## config.mk

```make
export PLATFORM = sky130hd
export DESIGN_NAME = backslash_escape_decoder
export DESIGN_NICKNAME = d
export VERILOG_FILES = /design/src/design/bed_pkg.sv /design/src/design/backslash_escape_decoder.sv /design/src/design/bed_front.sv /design/src/design/bed_queue.sv /design/src/design/bed_back.sv
export SDC_FILE = /design/constraint.sdc
export NUM_CORES = 1
export LEC_CHECK = 0
export BUFFER_PORTS_ARGS = -buffer_cell sky130_fd_sc_hd__buf_2
export CORE_MARGIN = 4
export CORE_UTILIZATION = 55
export DETAILED_ROUTE_END_ITERATION = 7
export GPL_TIMING_DRIVEN = 0
export PLACE_DENSITY = 0.74
export SKIP_CTS_REPAIR_TIMING = 1
export SLEW_MARGIN = 0
export SYNTH_ARGS = -nofsm -noshare
export SYNTH_HDL_FRONTEND = slang
export SYNTH_SLANG_ARGS = --single-unit
```

## constraint.sdc

```tcl
create_clock -name clk -period 11 [get_ports clk]
set_clock_uncertainty 0.2 [all_clocks]
set_input_delay 1.1 -clock clk [delete_from_list [all_inputs] [get_ports clk]]
set_output_delay 1.1 -clock clk [all_outputs]
set_load 0.02 [all_outputs]
```

## src/design/bed_pkg.sv

```systemverilog
// Shared types, character codes and decode helpers for the backslash escape decoder.
package bed_pkg;

  // Result words that one input byte can give at most.
  localparam int MAX_RES = 4;
  localparam int CNT_W   = 3;
  localparam int IDX_W   = 2;

  // Decoder phases.
  localparam logic [3:0] PH_PLAIN    = 4'd0;
  localparam logic [3:0] PH_ESC      = 4'd1;
  localparam logic [3:0] PH_DIG1     = 4'd2;
  localparam logic [3:0] PH_DIG2     = 4'd3;
  localparam logic [3:0] PH_HEXSTART = 4'd4;
  localparam logic [3:0] PH_HEX2     = 4'd5;
  localparam logic [3:0] PH_GROUP    = 4'd6;
  localparam logic [3:0] PH_GHEX2    = 4'd7;

  // Status codes.
  localparam logic [2:0] ST_OK        = 3'd0;
  localparam logic [2:0] ST_LONE_BSL  = 3'd1;
  localparam logic [2:0] ST_SHORT_HEX = 3'd2;
  localparam logic [2:0] ST_BAD_HEX   = 3'd3;
  localparam logic [2:0] ST_OPEN_BR   = 3'd4;
  localparam logic [2:0] ST_BAD_OCT   = 3'd5;
  localparam logic [2:0] ST_OCT_LARGE = 3'd6;

  // Character codes.
  localparam logic [7:0] CH_BSL    = 8'h5C;
  localparam logic [7:0] CH_N      = 8'h6E;
  localparam logic [7:0] CH_T      = 8'h74;
  localparam logic [7:0] CH_R      = 8'h72;
  localparam logic [7:0] CH_X      = 8'h78;
  localparam logic [7:0] CH_LBRACE = 8'h7B;
  localparam logic [7:0] CH_RBRACE = 8'h7D;
  localparam logic [7:0] CH_LF     = 8'h0A;
  localparam logic [7:0] CH_TAB    = 8'h09;
  localparam logic [7:0] CH_CR     = 8'h0D;

  // One result word.
  typedef struct packed {
    logic       has_byte;
    logic [7:0] out_byte;
    logic       end_of_string;
    logic [2:0] status;
  } word_t;

  // All result words of one input byte.
  typedef struct packed {
    logic [CNT_W-1:0]        cnt;
    word_t [MAX_RES-1:0]     w;
  } packet_t;

  function automatic logic is_dec(logic [7:0] c);
    return (c >= 8'h30) && (c <= 8'h39);
  endfunction

  function automatic logic is_oct(logic [7:0] c);
    return (c >= 8'h30) && (c <= 8'h37);
  endfunction

  function automatic logic is_hex(logic [7:0] c);
    return is_dec(c) || ((c >= 8'h61) && (c <= 8'h66)) || ((c >= 8'h41) && (c <= 8'h46));
  endfunction

  // Letters a-f and A-F have 1..6 in their low nibble, so adding nine gives 10..15.
  function automatic logic [3:0] hex_val(logic [7:0] c);
    logic [3:0] v;
    if (is_dec(c)) begin
      v = c[3:0];
    end else if (is_hex(c)) begin
      v = c[3:0] + 4'd9;
    end else begin
      v = 4'd0;
    end
    return v;
  endfunction

  // Appends a data word to a packet while room is left.
  function automatic packet_t add_word(packet_t p, logic [7:0] b);
    packet_t r;
    r = p;
    if (p.cnt < CNT_W'(MAX_RES)) begin
      r.w[p.cnt[IDX_W-1:0]] = '{has_byte: 1'b1, out_byte: b, end_of_string: 1'b0,
                                status: ST_OK};
      r.cnt = p.cnt + CNT_W'(1);
    end
    return r;
  endfunction

endpackage

```

## src/design/backslash_escape_decoder.sv

```systemverilog
// Top level of the backslash escape decoder: front end, packet queue and back end.
//
//  channel  direction  handshake              word
//  src      in         src_valid / src_stall  in_byte, is_last
//  res      out        res_valid / res_stall  has_byte, out_byte, end_of_string, status
//  cfg      in         cfg_valid / cfg_ready  cfg_data (strip_all)
//
// The front end decodes one byte per cycle while src_stall is low and pushes the one to
// four result words it gives as a single packet into a QUEUE_DEPTH-entry queue; bytes
// that give no word push nothing. The back end sends one word per cycle while res_stall
// is low and pops a packet with its last word. src_stall is high while the queue is full.
// Reset is synchronous and clears the decoder state, the queue and strip_all.
module backslash_escape_decoder #(
  parameter int QUEUE_DEPTH = 4
) (
  input  logic       clk,
  input  logic       rst,
  input  logic       src_valid,
  output logic       src_stall,
  input  logic [7:0] in_byte,
  input  logic       is_last,
  output logic       res_valid,
  input  logic       res_stall,
  output logic       has_byte,
  output logic [7:0] out_byte,
  output logic       end_of_string,
  output logic [2:0] status,
  input  logic       cfg_valid,
  output logic       cfg_ready,
  input  logic       cfg_data
);
  import bed_pkg::*;

  logic    accept;
  logic    push, pop, full, not_empty;
  packet_t pkt, head;
  word_t   word;

  assign cfg_ready = 1'b1;
  assign src_stall = full;
  assign accept    = src_valid && !full;

  // Decoder front end.
  bed_front u_front (
    .clk     (clk),
    .rst     (rst),
    .accept  (accept),
    .in_byte (in_byte),
    .is_last (is_last),
    .cfg_we  (cfg_valid && cfg_ready),
    .cfg_bit (cfg_data),
    .push    (push),
    .pkt     (pkt)
  );

  // Packet queue.
  bed_queue #(
    .DEPTH (QUEUE_DEPTH)
  ) u_queue (
    .clk       (clk),
    .rst       (rst),
    .push      (push),
    .push_data (pkt),
    .pop       (pop),
    .full      (full),
    .not_empty (not_empty),
    .head      (head)
  );

  // Output back end.
  bed_back u_back (
    .clk       (clk),
    .rst       (rst),
    .not_empty (not_empty),
    .head      (head),
    .res_stall (res_stall),
    .pop       (pop),
    .res_valid (res_valid),
    .word      (word)
  );

  assign has_byte      = word.has_byte;
  assign out_byte      = word.out_byte;
  assign end_of_string = word.end_of_string;
  assign status        = word.status;

endmodule

```

## src/design/bed_front.sv

```systemverilog
// Front end: accepts raw bytes, runs the escape state machine and builds result packets.
module bed_front (
  input  logic             clk,
  input  logic             rst,
  input  logic             accept,
  input  logic [7:0]       in_byte,
  input  logic             is_last,
  input  logic             cfg_we,
  input  logic             cfg_bit,
  output logic             push,
  output bed_pkg::packet_t pkt
);
  import bed_pkg::*;

  logic       strip_all;
  logic [3:0] phase, phase_next;
  logic [7:0] held_first, held_first_next;
  logic [7:0] held_second, held_second_next;
  logic [2:0] error_latch, error_next;
  packet_t    p;

  // Configuration register.
  always_ff @(posedge clk) begin
    if (rst) begin
      strip_all <= 1'b0;
    end else if (cfg_we) begin
      strip_all <= cfg_bit;
    end
  end

  // Decode of one byte against the current phase.
  always_comb begin
    p                = '0;
    phase_next       = phase;
    held_first_next  = held_first;
    held_second_next = held_second;
    error_next       = error_latch;
    if (error_latch == ST_OK) begin
      case (phase)
        PH_ESC: begin
          phase_next = PH_PLAIN;
          if (in_byte == CH_BSL) begin
            if (!strip_all) p = add_word(p, CH_BSL);
            p = add_word(p, CH_BSL);
          end else if (in_byte == CH_N) begin
            p = add_word(p, CH_LF);
          end else if (in_byte == CH_T) begin
            p = add_word(p, CH_TAB);
          end else if (in_byte == CH_R) begin
            p = add_word(p, CH_CR);
          end else if (in_byte == CH_X) begin
            if (is_last) begin
              error_next = ST_SHORT_HEX;
            end else begin
              phase_next = PH_HEXSTART;
            end
          end else if (is_dec(in_byte) && !is_last) begin
            held_first_next = in_byte;
            phase_next      = PH_DIG1;
          end else begin
            if (!strip_all) p = add_word(p, CH_BSL);
            p = add_word(p, in_byte);
          end
        end
        PH_DIG1: begin
          if (is_dec(in_byte) && !is_last) begin
            held_second_next = in_byte;
            phase_next       = PH_DIG2;
          end else begin
            if (!strip_all) p = add_word(p, CH_BSL);
            p = add_word(p, held_first);
            // The current byte is then taken again as plain text.
            if (in_byte == CH_BSL) begin
              if (is_last) begin
                error_next = ST_LONE_BSL;
                phase_next = PH_PLAIN;
              end else begin
                phase_next = PH_ESC;
              end
            end else begin
              p          = add_word(p, in_byte);
              phase_next = PH_PLAIN;
            end
          end
        end
        PH_DIG2: begin
          if (is_dec(in_byte)) begin
            phase_next = PH_PLAIN;
            if (!is_oct(held_first) || !is_oct(held_second) || !is_oct(in_byte)) begin
              error_next = ST_BAD_OCT;
            end else if (held_first[2]) begin
              error_next = ST_OCT_LARGE;
            end else begin
              p = add_word(p, {held_first[1:0], held_second[2:0], in_byte[2:0]});
            end
          end else begin
            if (!strip_all) p = add_word(p, CH_BSL);
            p = add_word(p, held_first);
            p = add_word(p, held_second);
            if (in_byte == CH_BSL) begin
              if (is_last) begin
                error_next = ST_LONE_BSL;
                phase_next = PH_PLAIN;
              end else begin
                phase_next = PH_ESC;
              end
            end else begin
              p          = add_word(p, in_byte);
              phase_next = PH_PLAIN;
            end
          end
        end
        PH_HEXSTART: begin
          if (in_byte == CH_LBRACE) begin
            if (is_last) begin
              error_next = ST_OPEN_BR;
              phase_next = PH_PLAIN;
            end else begin
              phase_next = PH_GROUP;
            end
          end else if (is_last) begin
            error_next = ST_SHORT_HEX;
            phase_next = PH_PLAIN;
          end else begin
            held_first_next = in_byte;
            phase_next      = PH_HEX2;
          end
        end
        PH_HEX2: begin
          phase_next = PH_PLAIN;
          if (!is_hex(held_first) || !is_hex(in_byte)) begin
            error_next = ST_BAD_HEX;
          end else begin
            p = add_word(p, {hex_val(held_first), hex_val(in_byte)});
          end
        end
        PH_GROUP: begin
          if (in_byte == CH_RBRACE) begin
            phase_next = PH_PLAIN;
          end else if (is_last) begin
            error_next = ST_SHORT_HEX;
            phase_next = PH_PLAIN;
          end else begin
            held_first_next = in_byte;
            phase_next      = PH_GHEX2;
          end
        end
        PH_GHEX2: begin
          if (!is_hex(held_first) || !is_hex(in_byte)) begin
            error_next = ST_BAD_HEX;
            phase_next = PH_PLAIN;
          end else begin
            p          = add_word(p, {hex_val(held_first), hex_val(in_byte)});
            phase_next = PH_GROUP;
            // A pair on the last byte leaves the brace open.
            if (is_last) begin
              error_next = ST_OPEN_BR;
              phase_next = PH_PLAIN;
            end
          end
        end
        default: begin
          if (in_byte == CH_BSL) begin
            if (is_last) begin
              error_next = ST_LONE_BSL;
              phase_next = PH_PLAIN;
            end else begin
              phase_next = PH_ESC;
            end
          end else begin
            p          = add_word(p, in_byte);
            phase_next = PH_PLAIN;
          end
        end
      endcase
    end
    // End of string: mark the last word or append a status word, then clear state.
    if (is_last) begin
      if ((error_next != ST_OK) || (p.cnt == '0)) begin
        if (p.cnt < CNT_W'(MAX_RES)) begin
          p.w[p.cnt[IDX_W-1:0]] = '{has_byte: 1'b0, out_byte: 8'h00, end_of_string: 1'b1,
                                    status: error_next};
          p.cnt = p.cnt + CNT_W'(1);
        end
      end else begin
        p.w[IDX_W'(p.cnt - CNT_W'(1))].end_of_string = 1'b1;
      end
      phase_next       = PH_PLAIN;
      held_first_next  = 8'h00;
      held_second_next = 8'h00;
      error_next       = ST_OK;
    end
  end

  // Decoder state advances on every accepted byte.
  always_ff @(posedge clk) begin
    if (rst) begin
      phase       <= PH_PLAIN;
      held_first  <= 8'h00;
      held_second <= 8'h00;
      error_latch <= ST_OK;
    end else if (accept) begin
      phase       <= phase_next;
      held_first  <= held_first_next;
      held_second <= held_second_next;
      error_latch <= error_next;
    end
  end

  // Only packets that hold at least one word enter the queue.
  assign push = accept && (p.cnt != '0);
  assign pkt  = p;

endmodule

```

## src/design/bed_queue.sv

```systemverilog
// Short packet queue between the decoder front end and the output back end.
module bed_queue #(
  parameter int DEPTH = 4
) (
  input  logic             clk,
  input  logic             rst,
  input  logic             push,
  input  bed_pkg::packet_t push_data,
  input  logic             pop,
  output logic             full,
  output logic             not_empty,
  output bed_pkg::packet_t head
);
  import bed_pkg::*;

  localparam int PTR_W = (DEPTH > 1) ? $clog2(DEPTH) : 1;
  localparam int CNT_QW = $clog2(DEPTH + 1);

  packet_t           slots [DEPTH];
  logic [PTR_W-1:0]  wr_ptr, rd_ptr;
  logic [CNT_QW-1:0] fill;
  logic              do_push, do_pop;

  assign do_push   = push && !full;
  assign do_pop    = pop && not_empty;
  assign full      = (fill == CNT_QW'(DEPTH));
  assign not_empty = (fill != '0);
  assign head      = slots[rd_ptr];

  // Packet storage.
  always_ff @(posedge clk) begin
    if (do_push) begin
      slots[wr_ptr] <= push_data;
    end
  end

  // Pointers and fill count.
  always_ff @(posedge clk) begin
    if (rst) begin
      wr_ptr <= '0;
      rd_ptr <= '0;
      fill   <= '0;
    end else begin
      if (do_push) begin
        wr_ptr <= (wr_ptr == PTR_W'(DEPTH - 1)) ? '0 : wr_ptr + PTR_W'(1);
      end
      if (do_pop) begin
        rd_ptr <= (rd_ptr == PTR_W'(DEPTH - 1)) ? '0 : rd_ptr + PTR_W'(1);
      end
      if (do_push && !do_pop) begin
        fill <= fill + CNT_QW'(1);
      end else if (do_pop && !do_push) begin
        fill <= fill - CNT_QW'(1);
      end
    end
  end

endmodule

```

## src/design/bed_back.sv

```systemverilog
// Back end: sends the words of the head packet out one word per cycle while res_stall is low.
module bed_back (
  input  logic             clk,
  input  logic             rst,
  input  logic             not_empty,
  input  bed_pkg::packet_t head,
  input  logic             res_stall,
  output logic             pop,
  output logic             res_valid,
  output bed_pkg::word_t   word
);
  import bed_pkg::*;

  logic [IDX_W-1:0] idx;
  logic             take;
  logic             last_word;

  assign res_valid = not_empty;
  assign word      = head.w[idx];
  assign take      = res_valid && !res_stall;
  assign last_word = ({1'b0, idx} == (head.cnt - CNT_W'(1)));
  assign pop       = take && last_word;

  // Word index within the head packet.
  always_ff @(posedge clk) begin
    if (rst) begin
      idx <= '0;
    end else if (take) begin
      idx <= last_word ? '0 : idx + IDX_W'(1);
    end
  end

endmodule
```

==> impl_metrics.json <==
{
  "status": "finished clean",
  "seq_power_share_pct": 48.1,
  "synthMuxAreaShare_pct": 14.1,
  "cp_cell_sequence": "buf_2 -> inv_1 -> ha_1 -> inv_1 -> or4b_1 -> clkbuf_1 -> clkbuf_1 -> ha_1 -> a211o_1 -> o41a_1 -> inv_1 -> ha_1 -> nand2_1 -> a41o_1 -> a221oi_4 -> ha_1 -> inv_1 -> fa_1 -> xor2_1 -> or3_1 -> a21oi_1",
  "antenna_found_initial": 0,
  "crit_path_end_kind": "flop",
  "cp_slowest_cell": "or4b_1",
  "fin_nets": 935,
  "die_h_microns": 156,
  "synth_compound_area_share_pct": 8.62,
  "yosys.area_share.adder_pct": 2.64,
  "netlist_area_sq_um": 12100,
  "slew_viol_final": 0,
  "synthXorXnorAreaFrac_pct": 0.867,
  "reg2reg_slack_ns": 5.56,
  "ir_worst_vdd_uv": 139,
  "cellPowerDensity_nw_per_um2": 184,
  "combPwrFrac_pct": 20.4,
  "syn_nets": 880,
  "first_pass_iters": 5,
  "synthSimpleGateAreaFrac_pct": 10.6,
  "wl_per_cell_microns": 24.0,
  "min-delay-start": "u_front.held_second[4]$_SDFFE_PP0P_",
  "p_int_mw": 1.80,
  "synth_top_family_by_area": "multiplexers",
  "drv_cap": 0,
  "power.share.switching_pct": 26.7,
  "clockBufferDepth": 3,
  "vias_per_cell": 6.35,
  "hold_viol": 0,
  "r2r_end": "u_queue.fill[2]$_SDFFE_PP0P_",
  "overflow": 0,
  "hold_depth": 2,
  "drive_gt1_share_pct": 19.9,
  "synth_area_per_cell_sq_um": 14.4,
  "drc": 0,
  "p_leak_nw": 4.45,
  "min_to": "u_front.held_second[4]$_SDFFE_PP0P_",
  "fp.dieArea_sq_um": 24500,
  "boundaryPins": 31,
  "grt_usage_pct": 23.7,
  "period_needed_ns": 6.28,
  "setup.worst_path.class": "input pin to flop",
  "synth_edf_count": 220,
  "max_stage_delay_ns": 0.49,
  "synth-main-ff-cell": "edfxtp_1",
  "finalSetupViolCount": 0,
  "setup_ws_ns": 4.72,
  "core_sq_um": 21800,
  "yosysSeqAreaShare_pct": 60.1,
  "cts.sinks": 254,
  "num_antenna_cells": 0,
  "rsz0062_at_grt": "false",
  "rr_startpoint": "u_front.held_first[1]$_SDFFE_PP0P_",
  "htree_levels": 1,
  "relSlewSlack_pct": 23.0,
  "final.setup.tns_ns": 0,
  "syn-instance-count": 840,
  "async_flop_share_pct": 0,
  "grt_pass1_wl_microns": 44000,
  "rows": 54,
  "cts_root_buf": "clkbuf_16",
  "port_buffers": 28,
  "worst_pin_slew_ns": 1.16,
  "insertion_delay_ns": 0.54,
  "cts_inserted_buffers": 25,
  "cp_max_fo": 11,
  "worst_ep_arrival_time_ns": 6.54,
  "die_w_microns": 156,
  "grt_max_degree": 56,
  "fin_crit_sh_pct": 57.1,
  "clock_power_share_pct": 31.5,
  "grt_pass1_vias": 7354,
  "required_ns": 11.26,
  "post-place-ws_ns": 4.23,
  "initial_core_util_pct": 55.7,
  "ys_warn_count": 0,
  "r2r_cells": 18,
  "clk_pin_slew_ns": 0.06,
  "ys_types": 90,
  "syn_to_final_growth_pct": 10.1,
  "gp_congestion": 0.997,
  "ant_nets": 0,
  "hold_path.class": "flop to flop",
  "yosys_register_bits": 254,
  "dr_total_vias": 7572,
  "place_hpwl_microns": 19000,
  "fmax_ghz": 0.159,
  "cp-start-kind": "input pin",
  "drt_iter0_drc": 868,
  "drt-total-wl_microns": 28600,
  "switching_power_mw": 0.656,
  "cts_tree": "yes"
}
## through the flow
step	hold WS, ns	area (sq um)	utilization [%]	instances	power [mW]
after CTS	0.284	13300	61.3	1193	2.48
final	0.286	13300	61.3	1193	2.46
after floorplan	0.244	12100	-	840	1.56
after global placement	0.269	12600	58.0	1148	1.70
after detailed placement	0.276	12600	58.0	1148	1.71
after global routing	0.326	13300	61.3	1193	2.56
## cells in the final DEF (no fill, tap or decap), types with 8 or more instances in the layout
cell	count
nand3_1	12
dfxtp_1	34
edfxtp_1	220
clkbuf_1	37
nor3_1	18
nor2_1	76
nor2b_1	11
and2_1	8
a31oi_1	11
inv_1	23
mux2i_1	15
a22oi_1	12
ha_1	24
nand2_1	56
o21ai_0	21
buf_2	39
a21oi_1	38
clkbuf_16	25
mux4_2	68
## worst max path at each step
stage,from,end,slack [ns]
2_1_floorplan,in_byte[0],u_queue.fill[2]$_SDFFE_PP0P_,5.10
3_3_place_gp,in_byte[0],u_queue.slots[1][43]$_DFFE_PP_,4.04
3_5_place_dp,in_byte[0],u_queue.fill[2]$_SDFFE_PP0P_,4.23
4_1_cts,in_byte[0],u_queue.fill[2]$_SDFFE_PP0P_,4.78
5_1_grt,in_byte[0],u_queue.fill[2]$_SDFFE_PP0P_,4.43
6_report,in_byte[0],u_queue.fill[2]$_SDFFE_PP0P_,4.72
## worst max-delay path, delay by kind of cell
family                   cells  cell delay, ns
adder cells (fa/ha/maj)      5            1.56
AO/OA/AOI/OAI                5            1.55
buffers and inverters        7            1.19
AND/OR/NAND/NOR              3            0.95
XOR/XNOR                     1            0.18
## cells in the mapped netlist (5+ instances only)
| cell type | n | area (sq um) |
|---|---|---|
| nor2b_1 | 11 | 68.8 |
| mux4_2 | 68 | 1530 |
| and2_1 | 8 | 50.1 |
| mux2i_1 | 15 | 150 |
| nand2b_1 | 7 | 43.8 |
| or3_1 | 5 | 31.3 |
| clkbuf_1 | 28 | 105 |
| o21ai_0 | 21 | 105 |
| nand3_1 | 12 | 60.1 |
| a22oi_1 | 12 | 90.1 |
| o22a_1 | 5 | 43.8 |
| a31oi_1 | 11 | 68.8 |
| nor2_1 | 76 | 285 |
| buf_1 | 6 | 22.5 |
| xor2_1 | 6 | 52.6 |
| nand2_1 | 56 | 210 |
| edfxtp_1 | 220 | 6610 |
| a21oi_1 | 38 | 190 |
| inv_1 | 23 | 86.3 |
| buf_2 | 11 | 55.1 |
| nor3_1 | 18 | 90.1 |
| ha_1 | 24 | 300 |
| xnor2_1 | 6 | 52.6 |
| a211oi_1 | 5 | 37.5 |
| dfxtp_1 | 34 | 681 |
| buf_6 | 6 | 67.6 |
| o211ai_1 | 5 | 37.5 |
| nand4_1 | 5 | 31.3 |
## per-layer routing
layer | global-route usage (%) | vias to the layer above | share of wire, %
li1 | - | 3394 | -
met3 | 3.62 | 64 | 7.8
met5 | 0 | - | 0
met2 | 37.0 | 357 | 47
met4 | 6.86 | 0 | 2.6
met1 | 35.1 | 3757 | 43
## area by class of cell
| type | count | area (sq um) |
|---|---|---|
| clock inverter | 9 | 45.0 |
| clock buffer | 36 | 687 |
| timing repair buffer | 28 | 140 |
| inverter | 23 | 86.3 |
| tap | 280 | 350 |
| buffer | 55 | 280 |
| multi-input combinational | 508 | 4470 |
| sequential | 254 | 7290 |
| fill | 1630 | 8410 |
## state kept, by name, indices dropped and copies added, names as in the netlist, named ones only
register / cells
u_back.idx: 2
u_front.error_latch: 3
u_front.held_first: 8
u_front.held_second: 8
u_front.phase: 3
u_front.strip_all: 1
u_queue.fill: 3
u_queue.rd_ptr: 2
u_queue.slots: 220
u_queue.wr_ptr: 2
## cells by family after synthesis
logic type | count (synthesis)
fa+ha+maj | 25
mux | 85
xor+xnor | 12
simple gates | 238
flops | 254
compound gates | 147
other cells | 1
buf+inv | 78
## power by group through the flow
stage | Combinational, mW | Sequential [mW] | Clock (mW)
after floorplan | 0.367 | 1.19 | 0
after detailed placement | 0.509 | 1.20 | 0
final | 0.500 | 1.18 | 0.774
after global placement | 0.498 | 1.20 | 0
after CTS | 0.511 | 1.18 | 0.784
after global routing | 0.543 | 1.19 | 0.830
(Power assumes the default switching activity.)
